<file path="src/hw/rtl/http_chunked_body_splitter_core_assert.svh">
// Assertion macros shared by the chunked body splitter RTL.
// Each macro expands to one labeled concurrent assertion on a clock and an active-low reset.
`ifndef HTTP_CHUNKED_BODY_SPLITTER_CORE_ASSERT_SVH
`define HTTP_CHUNKED_BODY_SPLITTER_CORE_ASSERT_SVH

// The consequent must hold in the same cycle as the antecedent.
`define HCBS_ASSERT_SAME(lbl, clk, rst_n, ante, cons) \
    lbl: assert property (@(posedge clk) disable iff (!(rst_n)) (ante) |-> (cons)) \
        else $error("hcbs assertion failed");

// The consequent must hold in the cycle after the antecedent.
`define HCBS_ASSERT_NEXT(lbl, clk, rst_n, ante, cons) \
    lbl: assert property (@(posedge clk) disable iff (!(rst_n)) (ante) |=> (cons)) \
        else $error("hcbs assertion failed");

`endif

</file>
<file path="src/hw/rtl/hcbs_pkg.sv">
// Types and constants for the chunked body splitter.
// No dependencies; used by the front, queue, back and top modules.
package hcbs_pkg;

    localparam int BlockSizeWidth = 17;
    localparam logic [BlockSizeWidth-1:0] BlockSizeReset = 17'd16384;
    localparam int ChunkWidth = 32;
    localparam logic [3:0] MaxDigits = 4'd8;

    localparam logic [7:0] ChCr   = 8'h0d;
    localparam logic [7:0] ChLf   = 8'h0a;
    localparam logic [7:0] ChSemi = 8'h3b;
    localparam logic [7:0] ChZero = 8'h30;

    typedef logic [1:0] t_verdict;
    localparam t_verdict VerdictCont  = 2'd0;
    localparam t_verdict VerdictSlice = 2'd1;
    localparam t_verdict VerdictEnd   = 2'd2;
    localparam t_verdict VerdictAbort = 2'd3;

    typedef struct packed {
        logic       is_cr;
        logic       is_lf;
        logic       is_semi;
        logic       is_zero;
        logic       is_hex;
        logic [3:0] hex_val;
    } t_class;

endpackage

</file>
<file path="src/hw/rtl/hcbs_front.sv">
// Front stage of the chunked body splitter: accepts bytes and classifies them.
// Depends on hcbs_pkg; feeds hcbs_queue.
module hcbs_front (
    input  logic            i_clk,
    input  logic            i_rst_n,
    input  logic            i_in_valid,
    output logic            o_in_ready,
    input  logic [7:0]      i_data_byte,
    output logic            o_cls_valid,
    input  logic            i_cls_ready,
    output hcbs_pkg::t_class o_cls
);
    import hcbs_pkg::*;

    logic   r_valid;
    logic   n_valid;
    t_class r_cls;
    t_class n_cls;
    logic   w_accept;
    logic   w_digit;
    logic   w_alpha;

    assign o_in_ready  = !r_valid || i_cls_ready;
    assign w_accept    = i_in_valid && o_in_ready;
    assign o_cls_valid = r_valid;
    assign o_cls       = r_cls;

    always_comb begin
        w_digit = (i_data_byte >= 8'h30) && (i_data_byte <= 8'h39);
        w_alpha = ((i_data_byte >= 8'h41) && (i_data_byte <= 8'h46))
               || ((i_data_byte >= 8'h61) && (i_data_byte <= 8'h66));
        n_cls.is_cr   = (i_data_byte == ChCr);
        n_cls.is_lf   = (i_data_byte == ChLf);
        n_cls.is_semi = (i_data_byte == ChSemi);
        n_cls.is_zero = (i_data_byte == ChZero);
        n_cls.is_hex  = w_digit || w_alpha;
        n_cls.hex_val = w_digit ? i_data_byte[3:0] : (i_data_byte[3:0] + 4'd9);
        if (w_accept) begin
            n_valid = 1'b1;
        end else if (i_cls_ready) begin
            n_valid = 1'b0;
        end else begin
            n_valid = r_valid;
        end
    end

    always_ff @(posedge i_clk) begin
        if (w_accept) begin
            r_cls <= n_cls;
        end
        if (!i_rst_n) begin
            r_valid <= 1'b0;
        end else begin
            r_valid <= n_valid;
        end
    end

endmodule

</file>
<file path="src/hw/rtl/hcbs_queue.sv">
// Short queue of classified bytes between the front and back stages.
// Depends on hcbs_pkg and the assertion macro header.
`include "http_chunked_body_splitter_core_assert.svh"
module hcbs_queue #(
    parameter int DEPTH = 2
) (
    input  logic             i_clk,
    input  logic             i_rst_n,
    input  logic             i_push_valid,
    output logic             o_push_ready,
    input  hcbs_pkg::t_class i_push_data,
    output logic             o_pop_valid,
    input  logic             i_pop_ready,
    output hcbs_pkg::t_class o_pop_data
);
    import hcbs_pkg::*;

    localparam int PtrW = $clog2(DEPTH);
    localparam int CntW = $clog2(DEPTH + 1);

    t_class            r_mem [DEPTH];
    logic [PtrW-1:0]   r_wr_ptr;
    logic [PtrW-1:0]   r_rd_ptr;
    logic [CntW-1:0]   r_count;
    logic [PtrW-1:0]   n_wr_ptr;
    logic [PtrW-1:0]   n_rd_ptr;
    logic [CntW-1:0]   n_count;
    logic              w_push;
    logic              w_pop;

    assign o_push_ready = (r_count != CntW'(DEPTH));
    assign o_pop_valid  = (r_count != '0);
    assign o_pop_data   = r_mem[r_rd_ptr];
    assign w_push       = i_push_valid && o_push_ready;
    assign w_pop        = o_pop_valid && i_pop_ready;

    always_comb begin
        n_wr_ptr = r_wr_ptr;
        n_rd_ptr = r_rd_ptr;
        n_count  = r_count;
        if (w_push) begin
            n_wr_ptr = (r_wr_ptr == PtrW'(DEPTH - 1)) ? '0 : r_wr_ptr + 1'b1;
        end
        if (w_pop) begin
            n_rd_ptr = (r_rd_ptr == PtrW'(DEPTH - 1)) ? '0 : r_rd_ptr + 1'b1;
        end
        if (w_push && !w_pop) begin
            n_count = r_count + 1'b1;
        end else if (w_pop && !w_push) begin
            n_count = r_count - 1'b1;
        end
    end

    always_ff @(posedge i_clk) begin
        if (w_push) begin
            r_mem[r_wr_ptr] <= i_push_data;
        end
        if (!i_rst_n) begin
            r_wr_ptr <= '0;
            r_rd_ptr <= '0;
            r_count  <= '0;
        end else begin
            r_wr_ptr <= n_wr_ptr;
            r_rd_ptr <= n_rd_ptr;
            r_count  <= n_count;
        end
    end

    `HCBS_ASSERT_NEXT(a_push_grows, i_clk, i_rst_n, w_push && !w_pop, r_count == $past(r_count) + 1'b1)
    `HCBS_ASSERT_NEXT(a_pop_shrinks, i_clk, i_rst_n, w_pop && !w_push, r_count == $past(r_count) - 1'b1)

endmodule

</file>
<file path="src/hw/rtl/hcbs_back.sv">
// Back stage of the chunked body splitter: parser state machine and verdict register.
// Depends on hcbs_pkg and the assertion macro header; fed by hcbs_queue.
`include "http_chunked_body_splitter_core_assert.svh"
module hcbs_back (
    input  logic                                i_clk,
    input  logic                                i_rst_n,
    input  logic                                i_cfg_we,
    input  logic [hcbs_pkg::BlockSizeWidth-1:0] i_cfg_wdata,
    input  logic                                i_cls_valid,
    output logic                                o_cls_ready,
    input  hcbs_pkg::t_class                    i_cls,
    output logic                                o_out_valid,
    input  logic                                i_out_ready,
    output hcbs_pkg::t_verdict                  o_verdict
);
    import hcbs_pkg::*;

    typedef enum logic [2:0] {
        PH_ZEROS,
        PH_NUMBER,
        PH_OPTIONS,
        PH_HCRLF,
        PH_DATA,
        PH_DCRLF1,
        PH_DCRLF2
    } t_phase;

    t_phase                    r_phase;
    t_phase                    n_phase;
    logic                      r_zero_seen;
    logic                      n_zero_seen;
    logic [ChunkWidth-1:0]     r_chunk;
    logic [ChunkWidth-1:0]     n_chunk;
    logic [3:0]                r_digits;
    logic [3:0]                n_digits;
    logic [BlockSizeWidth-1:0] r_slice;
    logic [BlockSizeWidth-1:0] n_slice;
    logic [BlockSizeWidth-1:0] r_block_size;
    logic                      r_out_valid;
    logic                      n_out_valid;
    t_verdict                  r_verdict;
    t_verdict                  n_verdict;
    logic                      w_pop;
    logic [BlockSizeWidth-1:0] w_slice_inc;
    logic                      w_end;
    logic                      w_stop;
    logic                      w_idle;

    assign o_cls_ready = !r_out_valid || i_out_ready;
    assign w_pop       = i_cls_valid && o_cls_ready;
    assign o_out_valid = r_out_valid;
    assign o_verdict   = r_verdict;
    assign w_slice_inc = r_slice + 1'b1;
    assign w_end       = w_pop && (n_verdict == VerdictEnd);
    assign w_stop      = w_pop && ((n_verdict == VerdictEnd) || (n_verdict == VerdictAbort));
    assign w_idle      = (r_phase == PH_ZEROS) && (r_slice == '0) && (r_chunk == '0);

    always_comb begin
        n_phase     = r_phase;
        n_zero_seen = r_zero_seen;
        n_chunk     = r_chunk;
        n_digits    = r_digits;
        n_slice     = r_slice;
        n_verdict   = r_verdict;
        n_out_valid = i_out_ready ? 1'b0 : r_out_valid;
        if (w_pop) begin
            n_out_valid = 1'b1;
            n_verdict   = VerdictCont;
            unique case (r_phase) inside
                PH_ZEROS, PH_NUMBER: begin
                    if ((r_phase == PH_ZEROS) && i_cls.is_zero) begin
                        n_zero_seen = 1'b1;
                    end else if (i_cls.is_cr) begin
                        n_phase = PH_HCRLF;
                    end else if (i_cls.is_semi) begin
                        n_phase = PH_OPTIONS;
                    end else if (!i_cls.is_hex || (r_digits == MaxDigits)) begin
                        n_verdict = VerdictAbort;
                    end else begin
                        n_phase  = PH_NUMBER;
                        n_digits = r_digits + 1'b1;
                        n_chunk  = {r_chunk[ChunkWidth-5:0], i_cls.hex_val};
                    end
                end
                PH_OPTIONS: begin
                    if (i_cls.is_cr) begin
                        n_phase = PH_HCRLF;
                    end else if (i_cls.is_lf) begin
                        n_verdict = VerdictAbort;
                    end
                end
                PH_HCRLF: begin
                    if (!i_cls.is_lf) begin
                        n_verdict = VerdictAbort;
                    end else if (r_chunk != '0) begin
                        n_phase = PH_DATA;
                    end else if (r_zero_seen) begin
                        n_verdict = VerdictEnd;
                    end else begin
                        n_verdict = VerdictAbort;
                    end
                end
                PH_DATA: begin
                    n_chunk = r_chunk - 1'b1;
                    if (r_chunk == ChunkWidth'(1)) begin
                        n_phase = PH_DCRLF1;
                    end
                    if (w_slice_inc >= r_block_size) begin
                        n_slice   = '0;
                        n_verdict = VerdictSlice;
                    end else begin
                        n_slice = w_slice_inc;
                    end
                end
                PH_DCRLF1: begin
                    if (!i_cls.is_cr) begin
                        n_verdict = VerdictAbort;
                    end else begin
                        n_phase = PH_DCRLF2;
                    end
                end
                PH_DCRLF2: begin
                    if (!i_cls.is_lf) begin
                        n_verdict = VerdictAbort;
                    end else begin
                        n_phase     = PH_ZEROS;
                        n_zero_seen = 1'b0;
                        n_chunk     = '0;
                        n_digits    = '0;
                    end
                end
                default: begin
                    n_verdict = VerdictAbort;
                end
            endcase
            if ((n_verdict == VerdictEnd) || (n_verdict == VerdictAbort)) begin
                n_phase     = PH_ZEROS;
                n_zero_seen = 1'b0;
                n_chunk     = '0;
                n_digits    = '0;
                n_slice     = '0;
            end
        end
    end

    always_ff @(posedge i_clk) begin
        r_verdict <= n_verdict;
        if (!i_rst_n) begin
            r_phase      <= PH_ZEROS;
            r_zero_seen  <= 1'b0;
            r_chunk      <= '0;
            r_digits     <= '0;
            r_slice      <= '0;
            r_block_size <= BlockSizeReset;
            r_out_valid  <= 1'b0;
        end else begin
            r_phase     <= n_phase;
            r_zero_seen <= n_zero_seen;
            r_chunk     <= n_chunk;
            r_digits    <= n_digits;
            r_slice     <= n_slice;
            r_out_valid <= n_out_valid;
            if (i_cfg_we) begin
                r_block_size <= i_cfg_wdata;
            end
        end
    end

    `HCBS_ASSERT_SAME(a_data_has_bytes, i_clk, i_rst_n, r_phase == PH_DATA, r_chunk != '0)
    `HCBS_ASSERT_SAME(a_end_needs_zero, i_clk, i_rst_n, w_end, (r_phase == PH_HCRLF) && r_zero_seen)
    `HCBS_ASSERT_NEXT(a_stop_clears, i_clk, i_rst_n, w_stop, w_idle)

endmodule

</file>
<file path="src/hw/rtl/http_chunked_body_splitter_core.sv">
// Chunked body splitter: one verdict per body byte. A byte passes the front register,
// the queue and the verdict register; while the output is ready, throughput is one
// byte per cycle. The rate is set by the parser update in the back stage; the queue
// between front and back absorbs short output stalls, and a longer stall holds the input.
// Reset is synchronous and active low; it returns the parser to its start state
// and sets block_size to 16384.
module http_chunked_body_splitter_core #(
    parameter int QUEUE_DEPTH = 2
) (
    input  logic                                i_clk,
    input  logic                                i_rst_n,
    input  logic                                i_cfg_we,
    input  logic [hcbs_pkg::BlockSizeWidth-1:0] i_cfg_wdata,
    input  logic                                i_in_valid,
    output logic                                o_in_ready,
    input  logic [7:0]                          i_data_byte,
    output logic                                o_out_valid,
    input  logic                                i_out_ready,
    output logic [1:0]                          o_verdict
);
    import hcbs_pkg::*;

    t_class   w_front_cls;
    logic     w_front_valid;
    logic     w_front_ready;
    t_class   w_back_cls;
    logic     w_back_valid;
    logic     w_back_ready;
    t_verdict w_verdict;

    assign o_verdict = w_verdict;

    hcbs_front u_front (
        .i_clk       (i_clk),
        .i_rst_n     (i_rst_n),
        .i_in_valid  (i_in_valid),
        .o_in_ready  (o_in_ready),
        .i_data_byte (i_data_byte),
        .o_cls_valid (w_front_valid),
        .i_cls_ready (w_front_ready),
        .o_cls       (w_front_cls)
    );

    hcbs_queue #(
        .DEPTH (QUEUE_DEPTH)
    ) u_queue (
        .i_clk        (i_clk),
        .i_rst_n      (i_rst_n),
        .i_push_valid (w_front_valid),
        .o_push_ready (w_front_ready),
        .i_push_data  (w_front_cls),
        .o_pop_valid  (w_back_valid),
        .i_pop_ready  (w_back_ready),
        .o_pop_data   (w_back_cls)
    );

    hcbs_back u_back (
        .i_clk       (i_clk),
        .i_rst_n     (i_rst_n),
        .i_cfg_we    (i_cfg_we),
        .i_cfg_wdata (i_cfg_wdata),
        .i_cls_valid (w_back_valid),
        .o_cls_ready (w_back_ready),
        .i_cls       (w_back_cls),
        .o_out_valid (o_out_valid),
        .i_out_ready (i_out_ready),
        .o_verdict   (w_verdict)
    );

endmodule
</file>
<file path="config.mk">
export PLATFORM = sky130hd
export DESIGN_NAME = http_chunked_body_splitter_core
export DESIGN_NICKNAME = d
export VERILOG_FILES = /design/src/hw/rtl/hcbs_pkg.sv /design/src/hw/rtl/hcbs_front.sv /design/src/hw/rtl/hcbs_queue.sv /design/src/hw/rtl/hcbs_back.sv /design/src/hw/rtl/http_chunked_body_splitter_core.sv
export VERILOG_INCLUDE_DIRS = /design/src /design/src/hw/rtl
export SDC_FILE = /design/constraint.sdc
export NUM_CORES = 1
export LEC_CHECK = 0
export BUFFER_PORTS_ARGS = -buffer_cell sky130_fd_sc_hd__buf_2
export CORE_UTILIZATION = 55
export DETAILED_ROUTE_END_ITERATION = 7
export GPL_TIMING_DRIVEN = 0
export PLACE_DENSITY_LB_ADDON = 0.15
export SETUP_SLACK_MARGIN = 0.1
export SYNTH_ARGS = -nofsm -noshare
export SYNTH_HDL_FRONTEND = slang
export SYNTH_HIERARCHICAL = 1
export SYNTH_SLANG_ARGS = --single-unit
</file>
<file path="constraint.sdc">
create_clock -name i_clk -period 3.4 [get_ports i_clk]
set_input_delay 0.68 -clock i_clk [delete_from_list [all_inputs] [get_ports i_clk]]
set_output_delay 0.68 -clock i_clk [all_outputs]
set_load 0.01 [all_outputs]
</file>
## Word level (Yosys, flattened, before mapping)

Memories as Yosys holds them, arrays and structs flattened. A register that Yosys moved wholly into a read port is not among the register bits.
Cells that the tools add are included.

- Add/sub/neg operators: 8
- Magnitude comparators: 7
- Eq/ne operators: 27
- Multiplexer cells: 60
- Reductions and logical operators: 36

Operators with widths:

| cell | count |
|---|---|
| two-way mux 32 bit | 6 |
| case mux 32 bit (3 select lines) | 1 |
| two-way mux 17 bit | 3 |
| two-way mux 3 bit | 11 |
| == test 32 x 1 -> 1 bit, second input constant | 1 |
| nonzero test 32 bit | 1 |
| subtractor 32 x 1 -> 32 bit, second input constant | 1 |
| two-way mux 4 bit | 7 |
| two-way mux 2 bit | 13 |
| != test 3 bit, second input constant | 6 |
| case mux 3 bit (6 select lines) | 1 |
| adder 17 x 1 -> 17 bit, second input constant | 1 |
| greater-or-equal comparator 17 bit | 1 |
| == test 8 x 4 -> 1 bit, second input constant | 2 |
| == test 8 x 6 -> 1 bit, second input constant | 2 |
| greater-or-equal comparator 8 x 7 -> 1 bit, second input constant | 2 |
| <= comparator 8 x 7 -> 1 bit, second input constant | 2 |
| two-way mux 1 bit | 15 |
| AND reduction 7 bit | 2 |
| != test 3 x 2 -> 1 bit, second input constant | 4 |
| case mux 2 bit (6 select lines) | 1 |
| AND reduction 10 bit | 1 |
| nonzero test 2 bit | 5 |
| == test 3 bit, second input constant | 3 |
| other kinds (26) | 46 |

- Register bits: 91
- Memory bits (writable): 18
- Input bits: 30
- Output and inout port bits: 4
- Logic and storage cells: 157
- Memories: 1

Memories:

| memory | depth | width | rd ports | clocked after Yosys merged registers in | wr ports | line | text |
|---|---|---|---|---|---|---|---|
| u_queue.r_mem | 2 | 9 | 1 | 1 | 1 | hcbs_queue.sv:21 | `t_class r_mem [DEPTH];` |

## Longest topological paths before layout

- Depth after elaboration: 12
- Mapped depth: 15
- Mapped depth without buffers: 13

## Cells and area by module

The synthesis kept the hierarchy.

By module, submodules not included:

| module | times used | cells each | area an instance (sq um) | sequential area each (sq um) |
|---|---|---|---|---|
| hcbs_back | 1 | 627 | 4908.5 | 1561.5 |
| hcbs_queue | 1 | 53 | 880.8 | 640.6 |
| hcbs_front | 1 | 49 | 591.8 | 290.3 |

## Worst setup path after synthesis

Ideal clock, no wire load.

- Path kind: register to register
- Start point: register u_back.r_slice[0]
- End point: register u_back.r_slice[15]
- Library setup time: 59 ps
- Data arrival time: 3216 ps
- Data required time: 3341 ps
- Path slack: 125 ps
- Stages on the path, launching flop included: 14
- Buffers on the path: 2
- Period minus slack after synthesis: 3275 ps
- Cell sequence: dfxtp_1 > ha_1 > nand3_1 > or2_2 > clkbuf_1 > and2_1 > or2_2 > ha_1 > and4_1 > a2111oi_0 > o2111a_1 > clkbuf_1 > o21ai_0 > nand2_1

- Longest elaborated chain between the ends: 9
- Elaborated cells on any way between the ends: 13
- Those cells by class: add/sub (1); order compare (1); eq/ne (2); mux (6); reduce/logical (3)

Ends and longest elaborated chain:

| item | line | text |
|---|---|---|
| start, declared | hcbs_back.sv:36 | `logic [BlockSizeWidth-1:0] r_slice;` |
| start signal, assigned | hcbs_back.sv:161 | `r_slice <= n_slice;` |
| adder 17 x 1 -> 17 bit * | hcbs_back.sv:53 | `assign w_slice_inc = r_slice + 1'b1;` |
| greater-or-equal comparator 17 bit | hcbs_back.sv:108 | `if (w_slice_inc >= r_block_size) begin` |
| two-way mux 1 bit | hcbs_back.sv:108 |  |
| case mux 2 bit (6 select lines) | hcbs_back.sv:69 | `unique case (r_phase) inside` |
| two-way mux 2 bit | hcbs_back.sv:66 | `if (w_pop) begin` |
| == test 2 bit | hcbs_back.sv:136 | `if ((n_verdict == VerdictEnd) \|\| (n_verdict == VerdictAbort)) begin` |
| logical OR 1 bit | hcbs_back.sv:136 |  |
| nonzero test 2 bit (no line) | - |  |
| AND reduction 2 bit (no line) | - |  |

Mark *: on every way between the ends. The rest lies on a longest branch, timed or not. The select of a mux whose other input is x is not followed.
A chain may end at the register's enable or synchronous reset.

==> flow_summary.yaml <==
outcome:
  status: "finished clean"
layout:
  fin_nets: 833
  final_cell_mix: "dfxtp_1 (78), nand2_1 (70), nor2_1 (49)"
  final_common_cell: "dfxtp_1"
  areaGrowthSynthToFinish_pct: 11.5
  diodes: 0
  fill_cells: 954
  drive_above_1_share_pct: 14.7
  utilization_pct: 64.2
clocking:
  cts.clk_slew.worst_paths_ns: 0.07
  clock_path_buffers: 2
  cts_max_level: 3
  clkLatencyLatePin_ns: 0.36
  cts.sinks: 110
  cts_root_buf: "clkbuf_16"
  cts_tree: "built"
  cts_buffers: 9
  hold_buffers: 0
route:
  drt_iter0_drc: 456
  viasPerCell: 6.21
  wl_per_cell_um: 17.5
  vias: 5722
  totalWireLength_um: 16100
  met3RoutedLength_um: 1190
  wl_met1_um: 7240
  wl_met2_um: 7320
  drc_errors: 0
  top_layer: "met4"
  drt_first_pass_iters: 8
  ant_nets: 0
floorplanning:
  dieArea_mm2: 0.0120
  rows: 38
  core-area_mm2: 0.0111
  die_w_um: 110
  num_io_pins: 34
  start_util_pct: 57.6
  dieHeight_um: 110
timing:
  max_clock_freq_mhz: 315
  setup_violations: 0
  finalCritPeriodShare_pct: 93.3
  finalMaxSlewViolations: 0
  tightest_slew_ns: 0.944
  hold_viol_final: 0
  min_period_ns: 3.17
  skew_ns: 0.00877
  hold_ws_ns: 0.449
  maxSlewHeadroom_pct: 36.8
  grt_setup_unrepaired: "yes"
  fin_tns_setup_ns: 0
run:
  max-cap-violations: 0
logic_synthesis:
  synth-edff-count: 29
  syn_inst: 729
  synth_warnings: 6
  async_flop_share_pct: 0
  syn-num-nets: 786
  ys_ff_latch: 110
  seq_area_frac_synth_pct: 39.1
  avgSynthCellArea_um2: 8.75
  synth.distinct_cells: 75
  synthFlopType: "dfxtp_1"
  syn_area_mm2: 0.00638
critical_path:
  critPathArrivalTime_ns: 3.43
  r2r_slack_ns: 0.23
  crit_type: "reg -> reg"
  crit_path_max_fanout: 10
  cp-end-kind: "flop"
  r2r.worst_path.cells: 8
  crit_required_ns: 3.65
  r2r_end: "u_back/r_slice[14]$_SDFFE_PN0P_"
  cp-start-kind: "flop"
global_routing:
  overflow: 0
  grt_usage_pct: 28.3
  grt_pass1_wl_um: 25900
  grt_max_degree: 21
  grt_pass1_vias: 5243
  antenna_found_initial: 0
power_and_ir_drop:
  finalPower_mw: 4.35
  power_leakage_nw: 2.91
  ir_drop_uv: 514
  powerDensity_mw_per_mm2: 612
min_path:
  min_to: "u_queue/r_mem[1][1]$_DFFE_PP_"
  hold_class: "reg -> reg"
  min_path_cells: 0
  hp-start: "u_front/o_cls[1]$_DFFE_PP_"
place:
  globalplace.congestion: 0.935
  dp_hpwl_um: 11600
  io_buffers: 31
## cell families (layout without fill, tap and decap cells)
| logic type | Yosys count | in the layout | share of synthesized area, % |
|---|---|---|---|
| buf+inv | 78 | 130 | 5.27 |
| simple gates | 285 | 285 | 24.0 |
| fa+ha+maj | 27 | 27 | 5.29 |
| compound gates | 172 | 172 | 17.7 |
| flops | 110 | 110 | 39.1 |
| xor+xnor | 27 | 27 | 3.71 |
| mux | 30 | 30 | 4.92 |
## critical path: stages, from the launching register on
cell      delay (ns)
dfxtp_1         0.30
buf_2           0.23
mux2_2          0.43
or4_1           0.50
a221o_1         0.28
o211ai_1        0.42
o32ai_2         0.36
buf_2           0.29
a22o_1          0.25
## layout make-up
| class | instances | area, um2 | share of cell area, % |
|---|---|---|---|
| plain buffers | 37 | 188 | 2.64 |
| clock buffers | 9 | 225 | 3.17 |
| clock inverters | 7 | 86.3 | 1.21 |
| inverters | 40 | 150 | 2.11 |
| multi-input cells | 541 | 3590 | 50.5 |
| flip-flops and latches | 110 | 2500 | 35.1 |
| well taps | 140 | 175 | 2.46 |
| repair buffers | 37 | 200 | 2.81 |
## Yosys cell counts (3+ instances only)
cell	count	area, um2
dfxtp_1	81	1620
nand2_1	70	263
nor2_1	52	195
a21oi_1	48	240
nand3_1	40	200
inv_1	39	146
o21ai_0	39	195
edfxtp_1	29	871
ha_1	27	338
clkbuf_1	24	90.1
mux2i_1	19	190
nor3_1	17	85.1
nor4_1	16	100
xnor2_1	15	131
nand4_1	12	75.1
xor2_1	12	105
mux2_2	11	124
or2_2	11	68.8
a22o_1	9	78.8
a31oi_1	8	50.1
buf_2	8	40.0
o22ai_1	8	50.1
or3_1	8	50.1
and2_1	7	43.8
nand2b_1	7	43.8
a22oi_1	6	45.0
and3_1	6	37.5
nand3b_1	6	45.0
nor2b_1	6	37.5
o31ai_1	6	45.0
a32o_1	5	50.1
o211ai_1	5	37.5
a211oi_1	4	30.0
nor4b_1	4	35.0
o31a_1	4	35.0
or4_1	4	30.0
and4_1	3	26.3
buf_6	3	33.8
nand4b_1	3	26.3
o21a_1	3	22.5
## registers in the layout, summed over array words and instances, names as in the netlist, 2 cells and up, named ones only
| register | flops |
|---|---|
| u_back/o_verdict | 2 |
| u_back/r_digits | 4 |
| u_front/o_cls | 9 |
| u_back/r_slice | 17 |
| u_back/r_chunk | 32 |
| u_back/r_phase | 3 |
| u_back/r_block_size | 17 |
| u_queue/r_mem | 18 |
| u_queue/r_count | 2 |
## layer usage
| metal | up-vias | GRT usage [%] |
|---|---|---|
| met2 | 231 | 44.6 |
| met3 | 25 | 7.94 |
| met5 | - | 0 |
| met4 | 0 | 10.1 |
| met1 | 2700 | 37.0 |
| li1 | 2766 | - |
## per-stage QoR
step	cell area (um2)	setup slack (ns)	cells
floorplan	6380	0.125	729
global placement	6710	-0.495	900
detailed placement	6710	-0.640	900
CTS	7070	0.158	917
global route	7120	0.0874	921
finish	7120	0.227	921
## worst max path at each step
stage | start | to | slack (ns)
floorplan | u_back/r_slice[0]$_SDFFE_PN0P_ | u_back/r_slice[15]$_SDFFE_PN0P_ | 0.12
global placement | u_back/r_slice[0]$_SDFFE_PN0P_ | u_back/r_slice[16]$_SDFFE_PN0P_ | -0.50
detailed placement | u_back/r_slice[0]$_SDFFE_PN0P_ | u_back/r_slice[8]$_SDFFE_PN0P_ | -0.64
CTS | u_back/r_slice[0]$_SDFFE_PN0P_ | u_back/r_slice[0]$_SDFFE_PN0P_ | 0.16
global route | flop | u_back/r_chunk[29]$_SDFFE_PN0P_ | 0.09
finish | flop | u_back/r_slice[14]$_SDFFE_PN0P_ | 0.23
## where the power goes
part	internal, mW	leakage, nW	switching, mW
logic	0.658	1.82	0.992
registers	1.48	0.936	0.111
clock network	0.591	0.152	0.524
total	2.73	2.91	1.63
## timing repair
action	CTS	global route
pin swaps	3	5
buffers inserted	2	4
gates resized for setup	11	8
endpoints found under the setup margin	23	21
No activity file was read; power rests on OpenSTA's default activity.
